`config.mk`:
```
export PLATFORM = sky130hd
export DESIGN_NAME = line_follower_pid_drive_top
export DESIGN_NICKNAME = d
export VERILOG_FILES = /design/src/rtl/core/lfpd_pkg.sv /design/src/rtl/core/lfpd_track.sv /design/src/rtl/core/lfpd_mult.sv /design/src/rtl/core/lfpd_drive.sv /design/src/rtl/core/line_follower_pid_drive_top.sv
export SDC_FILE = /design/constraint.sdc
export NUM_CORES = 2
export LEC_CHECK = 0
export ABC_AREA = 0
export BUFFER_PORTS_ARGS = -buffer_cell sky130_fd_sc_hd__buf_2
export CAP_MARGIN = 30
export CORE_MARGIN = 2
export CORE_UTILIZATION = 27
export DETAILED_ROUTE_END_ITERATION = 10
export PLACE_DENSITY_LB_ADDON = 0.05
export SETUP_SLACK_MARGIN = 0.02
export SLEW_MARGIN = 20
export SYNTH_ARGS = -nofsm -noshare
export SYNTH_HDL_FRONTEND = slang
export SYNTH_SLANG_ARGS = --single-unit
```
`constraint.sdc`:
```
create_clock -name clk_i -period 11.55 [get_ports clk_i]
set_input_delay 1.155 -clock clk_i [delete_from_list [all_inputs] [get_ports clk_i]]
set_output_delay 1.155 -clock clk_i [all_outputs]
set_load 0.005 [all_outputs]
```
`src/rtl/core/lfpd_pkg.sv`:
```
// ----------------------------------------------------------------------------
// lfpd_pkg
// Types, widths and codes shared by the line follower PID drive block.
// ----------------------------------------------------------------------------
`default_nettype none

package lfpd_pkg;

  // Field and datapath widths
  localparam int unsigned SUM_BITS = 21;           // integral accumulator width
  localparam int unsigned GAIN_W   = 16;           // Q8.8 gains
  localparam int unsigned SPEED_W  = 8;            // base speeds, magnitudes
  localparam int unsigned TIME_W   = 32;           // millisecond timestamp
  localparam int unsigned ERR_W    = 6;            // line error, half units
  localparam int unsigned DERR_W   = ERR_W + 1;    // error difference
  localparam int unsigned FRAC_W   = 9;            // products are in 1/512 units
  localparam int unsigned PP_W     = GAIN_W + 1 + ERR_W;
  localparam int unsigned PI_W     = GAIN_W + 1 + SUM_BITS;
  localparam int unsigned PD_W     = GAIN_W + 1 + DERR_W;
  localparam int unsigned T_W      = PI_W + 2;     // sum of the three products
  localparam int unsigned DRV_W    = T_W + 1;      // base term plus correction
  localparam int unsigned Q_W      = DRV_W - FRAC_W;
  localparam int unsigned CFG_W    = 16;           // widest register
  localparam int unsigned CFG_IDX_W = 3;

  // Register reset values
  localparam logic [GAIN_W-1:0]  GAIN_P_RST    = 16'd8960;
  localparam logic [GAIN_W-1:0]  GAIN_I_RST    = 16'd13;
  localparam logic [GAIN_W-1:0]  GAIN_D_RST    = 16'd1280;
  localparam logic [SPEED_W-1:0] BASE_RST      = 8'd255;
  localparam logic [SPEED_W-1:0] STOP_HOLD_RST = 8'd40;
  localparam logic [SPEED_W-1:0] MAG_MAX       = 8'd255;

  // Line error values in half units
  localparam logic signed [ERR_W-1:0] ERR_ZERO      = 6'sd0;
  localparam logic signed [ERR_W-1:0] ERR_NEAR_POS  = 6'sd1;
  localparam logic signed [ERR_W-1:0] ERR_NEAR_NEG  = -6'sd1;
  localparam logic signed [ERR_W-1:0] ERR_MID_POS   = 6'sd2;
  localparam logic signed [ERR_W-1:0] ERR_MID_NEG   = -6'sd2;
  localparam logic signed [ERR_W-1:0] ERR_LOST_POS  = 6'sd24;
  localparam logic signed [ERR_W-1:0] ERR_LOST_NEG  = -6'sd24;

  // Register indexes
  typedef enum logic [CFG_IDX_W-1:0] {
    REG_GAIN_P     = 3'd0,
    REG_GAIN_I     = 3'd1,
    REG_GAIN_D     = 3'd2,
    REG_BASE_LEFT  = 3'd3,
    REG_BASE_RIGHT = 3'd4,
    REG_STOP_HOLD  = 3'd5
  } cfg_reg_e;

  // Last turn codes
  typedef enum logic [1:0] {
    TURN_STRAIGHT = 2'd0,
    TURN_LEFT     = 2'd1,
    TURN_RIGHT    = 2'd2
  } turn_e;

  // Motor direction codes
  localparam logic [1:0] DIR_OFF = 2'd0;
  localparam logic [1:0] DIR_FWD = 2'd1;
  localparam logic [1:0] DIR_REV = 2'd2;

  // Input word
  typedef struct packed {
    logic              start_request;
    logic              left_sensor;
    logic              middle_sensor;
    logic              right_sensor;
    logic [TIME_W-1:0] now_ms;
  } in_word_t;

  // Result word
  typedef struct packed {
    logic [SPEED_W-1:0] left_magnitude;
    logic [1:0]         left_direction;
    logic [SPEED_W-1:0] right_magnitude;
    logic [1:0]         right_direction;
    logic               running;
  } out_word_t;

  // Configuration registers
  typedef struct packed {
    logic [GAIN_W-1:0]  gain_p;
    logic [GAIN_W-1:0]  gain_i;
    logic [GAIN_W-1:0]  gain_d;
    logic [SPEED_W-1:0] base_left;
    logic [SPEED_W-1:0] base_right;
    logic [SPEED_W-1:0] stop_hold;
  } cfg_t;

  // Output overrides carried down the pipe
  typedef struct packed {
    logic force_zero;   // idle tick or stop: both drives 0
    logic force_full;   // all sensors on line, going straight: full forward
    logic running;
  } ctl_t;

  // Stage 1 word: controller terms after the state update
  typedef struct packed {
    logic signed [ERR_W-1:0]    err;
    logic signed [DERR_W-1:0]   derr;
    logic signed [SUM_BITS-1:0] sum;
    ctl_t                       ctl;
  } track_t;

  // Stage 2 word: gain products
  typedef struct packed {
    logic signed [PP_W-1:0] prod_p;
    logic signed [PI_W-1:0] prod_i;
    logic signed [PD_W-1:0] prod_d;
    ctl_t                   ctl;
  } prod_t;

endpackage

`default_nettype wire

```
`src/rtl/core/lfpd_track.sv`:
```
// ----------------------------------------------------------------------------
// lfpd_track
// Sensor decode, run/stop control and integral update; holds the loop state
// and registers one word of controller terms per accepted tick.
// ----------------------------------------------------------------------------
`default_nettype none

module lfpd_track (
  input  wire logic              clk_i,
  input  wire logic              rst_ni,
  input  wire logic              in_valid_i,
  output logic                   in_ready_o,
  input  wire lfpd_pkg::in_word_t in_word_i,
  input  wire lfpd_pkg::cfg_t    cfg_i,
  output logic                   trk_valid_o,
  input  wire logic              trk_ready_i,
  output lfpd_pkg::track_t       trk_o
);

  localparam int unsigned SB = lfpd_pkg::SUM_BITS;

  // Pattern codes, left/middle/right with middle inverted
  localparam logic [2:0] PAT_R     = 3'b001;
  localparam logic [2:0] PAT_MR    = 3'b011;
  localparam logic [2:0] PAT_L     = 3'b100;
  localparam logic [2:0] PAT_LR    = 3'b101;
  localparam logic [2:0] PAT_LM    = 3'b110;
  localparam logic [2:0] PAT_ALL   = 3'b111;

  localparam logic signed [SB-1:0] SUM_MAX = {1'b0, {(SB-1){1'b1}}};
  localparam logic signed [SB-1:0] SUM_MIN = {1'b1, {(SB-1){1'b0}}};

  // Loop state
  logic                               run_q, run_d;
  logic signed [lfpd_pkg::ERR_W-1:0]  err_q, err_d;
  logic signed [SB-1:0]               sum_q, sum_d;
  lfpd_pkg::turn_e                    turn_q, turn_d;
  logic                               pend_q, pend_d;
  logic [lfpd_pkg::TIME_W-1:0]        since_q, since_d;

  logic                               valid_q;
  lfpd_pkg::track_t                   word_q, word_d;

  logic                               accept;
  logic                               start;
  logic                               idle;
  logic [2:0]                         pat;
  logic signed [lfpd_pkg::ERR_W-1:0]  err0, err_n;
  logic signed [SB-1:0]               sum0;
  lfpd_pkg::turn_e                    turn0, turn_n;
  logic                               pend0;
  logic signed [SB:0]                 sum_ext;
  logic signed [SB-1:0]               sum_n;
  logic [lfpd_pkg::TIME_W-1:0]        elapsed;
  logic                               stop_fire;

  assign in_ready_o  = !valid_q || trk_ready_i;
  assign accept      = in_valid_i && in_ready_o;
  assign trk_valid_o = valid_q;
  assign trk_o       = word_q;

  // Decode the tick and work out the next loop state
  always_comb begin
    start = !run_q && in_word_i.start_request;
    idle  = !run_q && !in_word_i.start_request;
    pat   = {in_word_i.left_sensor, !in_word_i.middle_sensor, in_word_i.right_sensor};

    // a starting run clears the controller memory
    err0  = start ? lfpd_pkg::ERR_ZERO : err_q;
    sum0  = start ? '0 : sum_q;
    turn0 = start ? lfpd_pkg::TURN_STRAIGHT : turn_q;
    pend0 = start ? 1'b0 : pend_q;

    err_n  = err0;
    turn_n = turn0;
    case (pat)
      PAT_R: begin
        err_n  = lfpd_pkg::ERR_NEAR_NEG;
        turn_n = lfpd_pkg::TURN_LEFT;
      end
      PAT_MR: begin
        err_n  = lfpd_pkg::ERR_MID_NEG;
        turn_n = lfpd_pkg::TURN_LEFT;
      end
      PAT_L: begin
        err_n  = lfpd_pkg::ERR_NEAR_POS;
        turn_n = lfpd_pkg::TURN_RIGHT;
      end
      PAT_LR: begin
        err_n  = lfpd_pkg::ERR_ZERO;
        turn_n = lfpd_pkg::TURN_STRAIGHT;
      end
      PAT_LM: begin
        err_n  = lfpd_pkg::ERR_MID_POS;
        turn_n = lfpd_pkg::TURN_RIGHT;
      end
      PAT_ALL: begin
        // line lost under all sensors: steer hard the last way we turned
        if (turn0 == lfpd_pkg::TURN_LEFT) begin
          err_n = lfpd_pkg::ERR_LOST_NEG;
        end else if (turn0 == lfpd_pkg::TURN_RIGHT) begin
          err_n = lfpd_pkg::ERR_LOST_POS;
        end else begin
          err_n = lfpd_pkg::ERR_ZERO;
        end
      end
      default: begin
        // no new reading: hold error and turn
      end
    endcase

    // saturating integral
    sum_ext = {sum0[SB-1], sum0} + {{(SB+1-lfpd_pkg::ERR_W){err_n[lfpd_pkg::ERR_W-1]}}, err_n};
    if (sum_ext[SB] != sum_ext[SB-1]) begin
      sum_n = sum_ext[SB] ? SUM_MIN : SUM_MAX;
    end else begin
      sum_n = sum_ext[SB-1:0];
    end

    // stop detection on both outer sensors low
    elapsed   = in_word_i.now_ms - since_q;
    stop_fire = 1'b0;
    pend_d    = pend0;
    since_d   = since_q;
    if (!in_word_i.left_sensor && !in_word_i.right_sensor) begin
      if (pend0 && (elapsed > {{(lfpd_pkg::TIME_W-lfpd_pkg::SPEED_W){1'b0}}, cfg_i.stop_hold})) begin
        stop_fire = 1'b1;
      end else if (!pend0) begin
        pend_d  = 1'b1;
        since_d = in_word_i.now_ms;
      end
    end else begin
      pend_d = 1'b0;
    end

    run_d  = !stop_fire;
    err_d  = err_n;
    sum_d  = sum_n;
    turn_d = turn_n;

    word_d.err  = err_n;
    word_d.derr = {err_n[lfpd_pkg::ERR_W-1], err_n} - {err0[lfpd_pkg::ERR_W-1], err0};
    word_d.sum  = sum_n;
    word_d.ctl.force_zero = idle || stop_fire;
    word_d.ctl.force_full = !idle && (pat == PAT_ALL) && (turn_n == lfpd_pkg::TURN_STRAIGHT);
    word_d.ctl.running    = !idle && !stop_fire;
  end

  // Commit loop state on run ticks only
  always_ff @(posedge clk_i or negedge rst_ni) begin
    if (!rst_ni) begin
      run_q   <= 1'b0;
      err_q   <= lfpd_pkg::ERR_ZERO;
      sum_q   <= '0;
      turn_q  <= lfpd_pkg::TURN_STRAIGHT;
      pend_q  <= 1'b0;
      since_q <= '0;
    end else if (accept && !idle) begin
      run_q   <= run_d;
      err_q   <= err_d;
      sum_q   <= sum_d;
      turn_q  <= turn_d;
      pend_q  <= pend_d;
      since_q <= since_d;
    end
  end

  // Stage valid
  always_ff @(posedge clk_i or negedge rst_ni) begin
    if (!rst_ni) begin
      valid_q <= 1'b0;
    end else if (in_ready_o) begin
      valid_q <= in_valid_i;
    end
  end

  // Stage word
  always_ff @(posedge clk_i) begin
    if (accept) begin
      word_q <= word_d;
    end
  end

endmodule

`default_nettype wire

```
`src/rtl/core/lfpd_mult.sv`:
```
// ----------------------------------------------------------------------------
// lfpd_mult
// Gain products: proportional, integral and derivative terms, registered.
// ----------------------------------------------------------------------------
`default_nettype none

module lfpd_mult (
  input  wire logic             clk_i,
  input  wire logic             rst_ni,
  input  wire logic             trk_valid_i,
  output logic                  trk_ready_o,
  input  wire lfpd_pkg::track_t trk_i,
  input  wire lfpd_pkg::cfg_t   cfg_i,
  output logic                  prd_valid_o,
  input  wire logic             prd_ready_i,
  output lfpd_pkg::prod_t       prd_o
);

  logic                                    valid_q;
  lfpd_pkg::prod_t                         word_q, word_d;
  logic                                    advance;
  logic signed [lfpd_pkg::GAIN_W:0]        kp, ki, kd;

  assign trk_ready_o = !valid_q || prd_ready_i;
  assign advance     = trk_valid_i && trk_ready_o;
  assign prd_valid_o = valid_q;
  assign prd_o       = word_q;

  // Multiply unsigned gains by signed terms
  always_comb begin
    kp = {1'b0, cfg_i.gain_p};
    ki = {1'b0, cfg_i.gain_i};
    kd = {1'b0, cfg_i.gain_d};
    word_d.prod_p = kp * trk_i.err;
    word_d.prod_i = ki * trk_i.sum;
    word_d.prod_d = kd * trk_i.derr;
    word_d.ctl    = trk_i.ctl;
  end

  // Stage valid
  always_ff @(posedge clk_i or negedge rst_ni) begin
    if (!rst_ni) begin
      valid_q <= 1'b0;
    end else if (trk_ready_o) begin
      valid_q <= trk_valid_i;
    end
  end

  // Stage word
  always_ff @(posedge clk_i) begin
    if (advance) begin
      word_q <= word_d;
    end
  end

endmodule

`default_nettype wire

```
`src/rtl/core/lfpd_drive.sv`:
```
// ----------------------------------------------------------------------------
// lfpd_drive
// Combine the PID terms with the base speeds, scale to whole drive units,
// split into direction and clamped magnitude; holds the result register.
// ----------------------------------------------------------------------------
`default_nettype none

module lfpd_drive (
  input  wire logic               clk_i,
  input  wire logic               rst_ni,
  input  wire logic               prd_valid_i,
  output logic                    prd_ready_o,
  input  wire lfpd_pkg::prod_t    prd_i,
  input  wire lfpd_pkg::cfg_t     cfg_i,
  output logic                    out_valid_o,
  input  wire logic               out_ready_i,
  output lfpd_pkg::out_word_t     out_word_o
);

  localparam int unsigned TW = lfpd_pkg::T_W;
  localparam int unsigned DW = lfpd_pkg::DRV_W;
  localparam int unsigned QW = lfpd_pkg::Q_W;
  localparam int unsigned FW = lfpd_pkg::FRAC_W;
  localparam int unsigned SW = lfpd_pkg::SPEED_W;

  logic                    valid_q;
  lfpd_pkg::out_word_t     word_q, word_d;
  logic                    advance;
  logic signed [TW-1:0]    corr;
  logic signed [DW-1:0]    base_l, base_r;
  logic signed [DW-1:0]    drv_l, drv_r;
  logic [SW-1:0]           mag_l, mag_r;
  logic [1:0]              dir_l, dir_r;

  assign prd_ready_o = !valid_q || out_ready_i;
  assign advance     = prd_valid_i && prd_ready_o;
  assign out_valid_o = valid_q;
  assign out_word_o  = word_q;

  // Scale a drive by 1/512 rounding toward zero, then split sign and size
  function automatic logic [SW+1:0] split_drive(input logic signed [DW-1:0] d);
    logic signed [DW-1:0] adj;
    logic signed [QW-1:0] q;
    logic [QW-1:0]        a;
    logic [SW-1:0]        mag;
    logic [1:0]           dir;
    adj = d + {{(DW-FW){1'b0}}, {FW{d[DW-1]}}};
    q   = adj[DW-1:FW];
    a   = q[QW-1] ? QW'(-q) : QW'(q);
    mag = (a[QW-1:SW] != '0) ? lfpd_pkg::MAG_MAX : a[SW-1:0];
    if (q[QW-1]) begin
      dir = lfpd_pkg::DIR_REV;
    end else if (q != '0) begin
      dir = lfpd_pkg::DIR_FWD;
    end else begin
      dir = lfpd_pkg::DIR_OFF;
    end
    return {mag, dir};
  endfunction

  // Form both drives and apply the overrides
  always_comb begin
    corr = {{(TW-lfpd_pkg::PP_W){prd_i.prod_p[lfpd_pkg::PP_W-1]}}, prd_i.prod_p}
         + {{(TW-lfpd_pkg::PI_W){prd_i.prod_i[lfpd_pkg::PI_W-1]}}, prd_i.prod_i}
         + {{(TW-lfpd_pkg::PD_W){prd_i.prod_d[lfpd_pkg::PD_W-1]}}, prd_i.prod_d};
    base_l = {{(DW-SW-FW){1'b0}}, cfg_i.base_left, {FW{1'b0}}};
    base_r = {{(DW-SW-FW){1'b0}}, cfg_i.base_right, {FW{1'b0}}};
    drv_l  = base_l + {corr[TW-1], corr};
    drv_r  = base_r - {corr[TW-1], corr};
    {mag_l, dir_l} = split_drive(drv_l);
    {mag_r, dir_r} = split_drive(drv_r);

    word_d.left_magnitude  = mag_l;
    word_d.left_direction  = dir_l;
    word_d.right_magnitude = mag_r;
    word_d.right_direction = dir_r;
    word_d.running         = prd_i.ctl.running;
    if (prd_i.ctl.force_zero) begin
      word_d.left_magnitude  = '0;
      word_d.left_direction  = lfpd_pkg::DIR_OFF;
      word_d.right_magnitude = '0;
      word_d.right_direction = lfpd_pkg::DIR_OFF;
    end else if (prd_i.ctl.force_full) begin
      word_d.left_magnitude  = lfpd_pkg::MAG_MAX;
      word_d.left_direction  = lfpd_pkg::DIR_FWD;
      word_d.right_magnitude = lfpd_pkg::MAG_MAX;
      word_d.right_direction = lfpd_pkg::DIR_FWD;
    end
  end

  // Result valid
  always_ff @(posedge clk_i or negedge rst_ni) begin
    if (!rst_ni) begin
      valid_q <= 1'b0;
    end else if (prd_ready_o) begin
      valid_q <= prd_valid_i;
    end
  end

  // Result word
  always_ff @(posedge clk_i) begin
    if (advance) begin
      word_q <= word_d;
    end
  end

endmodule

`default_nettype wire

```
`src/rtl/core/line_follower_pid_drive_top.sv`:
```
// ----------------------------------------------------------------------------
// line_follower_pid_drive_top
// Three-sensor line follower PID drive controller, one result word per tick.
// ----------------------------------------------------------------------------
//  channel   direction  handshake               payload
//  input     in         in_valid_i/in_ready_o   in_word_i  (lfpd_pkg::in_word_t)
//  result    out        out_valid_o/out_ready_i out_word_o (lfpd_pkg::out_word_t)
//  config    in         cfg_we_i                cfg_idx_i, cfg_wdata_i
//
//  One word per cycle while results are taken; a word passes through the
//  state update stage, the gain multiply stage and the result register.
//  The loop state (error, integral, last turn, stop timer) updates in the
//  first stage, so consecutive ticks follow in back-to-back cycles.
//  Each stage stalls only when the stage after it is full and held.
//  Reset clears all loop state and loads the register defaults.
// ----------------------------------------------------------------------------
`default_nettype none

module line_follower_pid_drive_top (
  input  wire logic                             clk_i,
  input  wire logic                             rst_ni,
  input  wire logic                             in_valid_i,
  output logic                                  in_ready_o,
  input  wire lfpd_pkg::in_word_t               in_word_i,
  output logic                                  out_valid_o,
  input  wire logic                             out_ready_i,
  output lfpd_pkg::out_word_t                   out_word_o,
  input  wire logic                             cfg_we_i,
  input  wire logic [lfpd_pkg::CFG_IDX_W-1:0]   cfg_idx_i,
  input  wire logic [lfpd_pkg::CFG_W-1:0]       cfg_wdata_i
);

  lfpd_pkg::cfg_t   cfg_q;
  logic             trk_valid, trk_ready;
  lfpd_pkg::track_t trk;
  logic             prd_valid, prd_ready;
  lfpd_pkg::prod_t  prd;

  // Configuration registers
  always_ff @(posedge clk_i or negedge rst_ni) begin
    if (!rst_ni) begin
      cfg_q.gain_p     <= lfpd_pkg::GAIN_P_RST;
      cfg_q.gain_i     <= lfpd_pkg::GAIN_I_RST;
      cfg_q.gain_d     <= lfpd_pkg::GAIN_D_RST;
      cfg_q.base_left  <= lfpd_pkg::BASE_RST;
      cfg_q.base_right <= lfpd_pkg::BASE_RST;
      cfg_q.stop_hold  <= lfpd_pkg::STOP_HOLD_RST;
    end else if (cfg_we_i) begin
      case (cfg_idx_i)
        lfpd_pkg::REG_GAIN_P:     cfg_q.gain_p     <= cfg_wdata_i;
        lfpd_pkg::REG_GAIN_I:     cfg_q.gain_i     <= cfg_wdata_i;
        lfpd_pkg::REG_GAIN_D:     cfg_q.gain_d     <= cfg_wdata_i;
        lfpd_pkg::REG_BASE_LEFT:  cfg_q.base_left  <= cfg_wdata_i[lfpd_pkg::SPEED_W-1:0];
        lfpd_pkg::REG_BASE_RIGHT: cfg_q.base_right <= cfg_wdata_i[lfpd_pkg::SPEED_W-1:0];
        lfpd_pkg::REG_STOP_HOLD:  cfg_q.stop_hold  <= cfg_wdata_i[lfpd_pkg::SPEED_W-1:0];
        default: begin
          // unused index: drop the write
        end
      endcase
    end
  end

  lfpd_track u_track (
    .clk_i       (clk_i),
    .rst_ni      (rst_ni),
    .in_valid_i  (in_valid_i),
    .in_ready_o  (in_ready_o),
    .in_word_i   (in_word_i),
    .cfg_i       (cfg_q),
    .trk_valid_o (trk_valid),
    .trk_ready_i (trk_ready),
    .trk_o       (trk)
  );

  lfpd_mult u_mult (
    .clk_i       (clk_i),
    .rst_ni      (rst_ni),
    .trk_valid_i (trk_valid),
    .trk_ready_o (trk_ready),
    .trk_i       (trk),
    .cfg_i       (cfg_q),
    .prd_valid_o (prd_valid),
    .prd_ready_i (prd_ready),
    .prd_o       (prd)
  );

  lfpd_drive u_drive (
    .clk_i       (clk_i),
    .rst_ni      (rst_ni),
    .prd_valid_i (prd_valid),
    .prd_ready_o (prd_ready),
    .prd_i       (prd),
    .cfg_i       (cfg_q),
    .out_valid_o (out_valid_o),
    .out_ready_i (out_ready_i),
    .out_word_o  (out_word_o)
  );

endmodule

`default_nettype wire
```
==> summary.md <==
| Metric | Value |
|---|---|
| Status | `finished clean` |
| Hold Crit Class | `in -> async` |
| Initial Util | `27.3%` |
| Die ar. | `159000 um2` |
| Core Rows | `144` |
| Vias in the first global route | `34000` |
| Setup_tns | `0 ns` |
| Syn Std Cell Area | `42100 um2` |
| Crit path to | `u_drive.out_word_o[18]$_SDFFCE_PP0P_` |
| Worst setup path start | `u_mult.prd_o[4]$_DFFE_PP_` |
| Required time of the critical path | `11.85 ns` |
| Initial antenna violation count | `10` |
| CTS tree | `yes` |
| # clock sinks | `284` |
| Number of synthesis warnings | `0` |
| First-pass GRT wire length | `210000 um` |
| FILL cells | `16400` |
| Post-synth top flop | `edfxtp_1` |
| Critical Path AT | `10.93 ns` |
| Post-DRT Antenna Nets | `0` |
| Htree depth | `2` |
| Core area | `154000 um2` |
| Initial DRC count | `1854` |
| Worst Max-Slew Pin Slew | `1.00 ns` |
| DP Wirelength | `109000 um` |
| RR Startpoint | `u_mult.prd_o[4]$_DFFE_PP_` |
| Period utilization | `92.0%` |
| Minimum clock period | `10.63 ns` |
| CP Max Fanout | `9` |
| Share of cells above drive strength 1 | `10.4%` |
| TritonRoute pass-1 iters | `6` |
| Total congestion overflow | `0` |
| Final hold vios | `0` |
| Relative slew margins | `33.1%` |
| I/O Buffers | `82` |
| Critical R2R Capture | `u_drive.out_word_o[18]$_SDFFCE_PP0P_` |
| Clk_skew | `0.0409 ns` |
| Final Slew Violations | `0` |
| Max frequency | `94.1 MHz` |
| DRC viols | `0` |
| Num CTS Buffers | `43` |
| Largest net degree at the start of global routing | `63` |
| RSZ-0062 raised after global routing | `false` |
| Cells after synthesis | `4581` |
| # IOs | `83` |
| Nets@finish | `5534` |
| Crit path capture type | `register` |
| Final setup fails | `0` |
| Via Count | `32200` |
| Mean Syn Cell Area | `9.19 um2` |
| Count of cell types in the netlist | `117` |
| Worst skew pair latency | `0.64 ns` |
| DR vias/cell | `4.81` |
| EDFF count, synth | `146` |
| Hold Slack | `0.426 ns` |
| Die width | `399 um` |
| Slowest stage delay, CP | `0.60 ns` |
| GPL Wtd Cong | `0.805` |
| Flop2flop setup slack | `0.92 ns` |
| GRT Total Usage | `17.1%` |
| Post-Route WL | `134000 um` |
| Critical Path Start Type | `register` |
| Clock Path Buffers | `3` |
| Post-synth ARST share | `48.6%` |
| Maxcap violations | `0` |
| Die Ht | `399 um` |
| Critical path type | `reg -> reg` |
| Layout area overhead | `10.7%` |
| Wire length per cell | `20.0 um` |
| Syn_nets | `5485` |
| Slowest CP cell | `or4_4` |
| Post-layout util | `30.2%` |
| Sequential area share after synthesis | `18.7%` |
| CTS root buf | `clkbuf_16` |
| Clock-pin slew on the worst setup and hold paths | `0.05 ns` |
| Worst reg2reg path depth | `42` |
| Synth Register Bits | `284` |
-- area by class of cell --
class	instances	area [um2]	area share, %
Multi-Input combinational cell	3486	31200	67.0
Sequential cell	284	7870	16.9
Tap cell	2044	2560	5.49
Inverter	659	2470	5.31
Clock buffer	52	1150	2.47
Timing Repair Buffer	156	1070	2.29
Clock inverter	26	268	0.574
Antenna cell	2	5.00	0.0107
-- sequential cells by signal, indices dropped and copies added (netlist names) --
signal and count:
u_track.trk_valid_o 1, u_track.since_q 32, u_track.run_q 1, u_drive.out_valid_o 1, u_mult.prd_o 88, u_track.err_q 6, u_mult.prd_valid_o 1, u_track.sum_q 21
u_track.pend_q 1, u_drive.out_word_o 21, u_track.trk_o 37, cfg_q 72, u_track.turn_q 2
-- stage by stage --
stage | cell area, um2 | setup slack, ns | instances
floorplan | 42100 | 1.70 | 4581
global placement | 45000 | 0.253 | 6615
detailed placement | 45100 | 0.147 | 6623
CTS | 46500 | 0.115 | 6701
global route | 46600 | 0.0345 | 6707
finish | 46600 | 0.921 | 6709
-- cells by family after synthesis --
group           synth area share, %
compound gates                 13.2
xor+xnor                       4.89
fa+ha+maj                      34.1
buf+inv                        7.36
flops                          18.7
mux                            3.59
simple gates                   18.2
-- layout by cell type (no fill, tap or decap), types with 44 or more instances in the layout --
master and n:
buf_2 81, mux2_2 124, and3_1 45, ha_1 339, nor2_1 183, nand3_1 65
xnor2_1 162, buf_4 64, edfxtp_1 146, nand2b_1 69, fa_1 505, dfrtp_1 112
o21ai_0 114, o21bai_1 44, a21oi_1 214, a21o_1 55, xor2_1 64, nor3_1 105
inv_1 659, and2_1 264, nand2_1 491
-- worst min path at each step --
stage | cells past startpoint | slack (ns) | to | startpoint
finish | 1 | 0.43 | u_track.since_q[16]$_DFFE_PN0P_ | rst_ni
global route | 1 | 0.42 | u_track.since_q[16]$_DFFE_PN0P_ | rst_ni
CTS | 1 | 0.38 | u_track.since_q[8]$_DFFE_PN0P_ | rst_ni
detailed placement | 0 | 0.46 | u_drive.out_word_o[0]$_DFFE_PP_ | u_mult.prd_o[0]$_DFFE_PP_
global placement | 0 | 0.45 | u_drive.out_word_o[0]$_DFFE_PP_ | u_mult.prd_o[0]$_DFFE_PP_
floorplan | 0 | 0.40 | u_drive.out_word_o[0]$_DFFE_PP_ | u_mult.prd_o[0]$_DFFE_PP_
-- cell usage after synthesis, types with 37 or more instances --
cell	instances	area [um2]
clkbuf_1	125	469
dfrtp_1	112	2800
and3_1	45	282
a21o_1	55	413
and2_1	266	1660
a21oi_1	216	1080
xnor2_1	162	1420
o21ai_0	115	576
inv_1	659	2470
ha_1	339	4240
o21bai_1	44	330
fa_1	505	10100
nand3_1	66	330
or3_1	37	231
nand2b_1	70	438
mux2_2	124	1400
nand2_1	491	1840
xor2_1	64	561
nor2_1	183	687
nor3_1	106	531
nand4_1	42	263
edfxtp_1	146	4380
-- routing by layer --
layer  part of all wire [%]  global-route usage (%)
met3                    3.4                    2.10
met2                     44                    27.0
met1                     50                    24.6
met5                 0.0060                       0
met4                    2.5                    4.25
-- timing repair --
item | CTS | global route
buffers inserted | 0 | 4
hold buffers | 0 | 0
gates resized for setup | 0 | 9
endpoints found under the setup margin | 0 | 16
-- worst max-delay path: cells and delay by family (launching register included) --
| kind | cells | cell delay [ns] |
|---|---|---|
| xor+xnor | 1 | 0.13 |
| fa+ha+maj | 5 | 1.86 |
| buf+inv | 6 | 0.87 |
| compound gates | 16 | 3.29 |
| simple gates | 14 | 3.86 |
| flops | 1 | 0.33 |
Power is left out: the tool's default activity adds up to more than one toggle a clock period on the data nets, which glitch-free logic cannot reach.
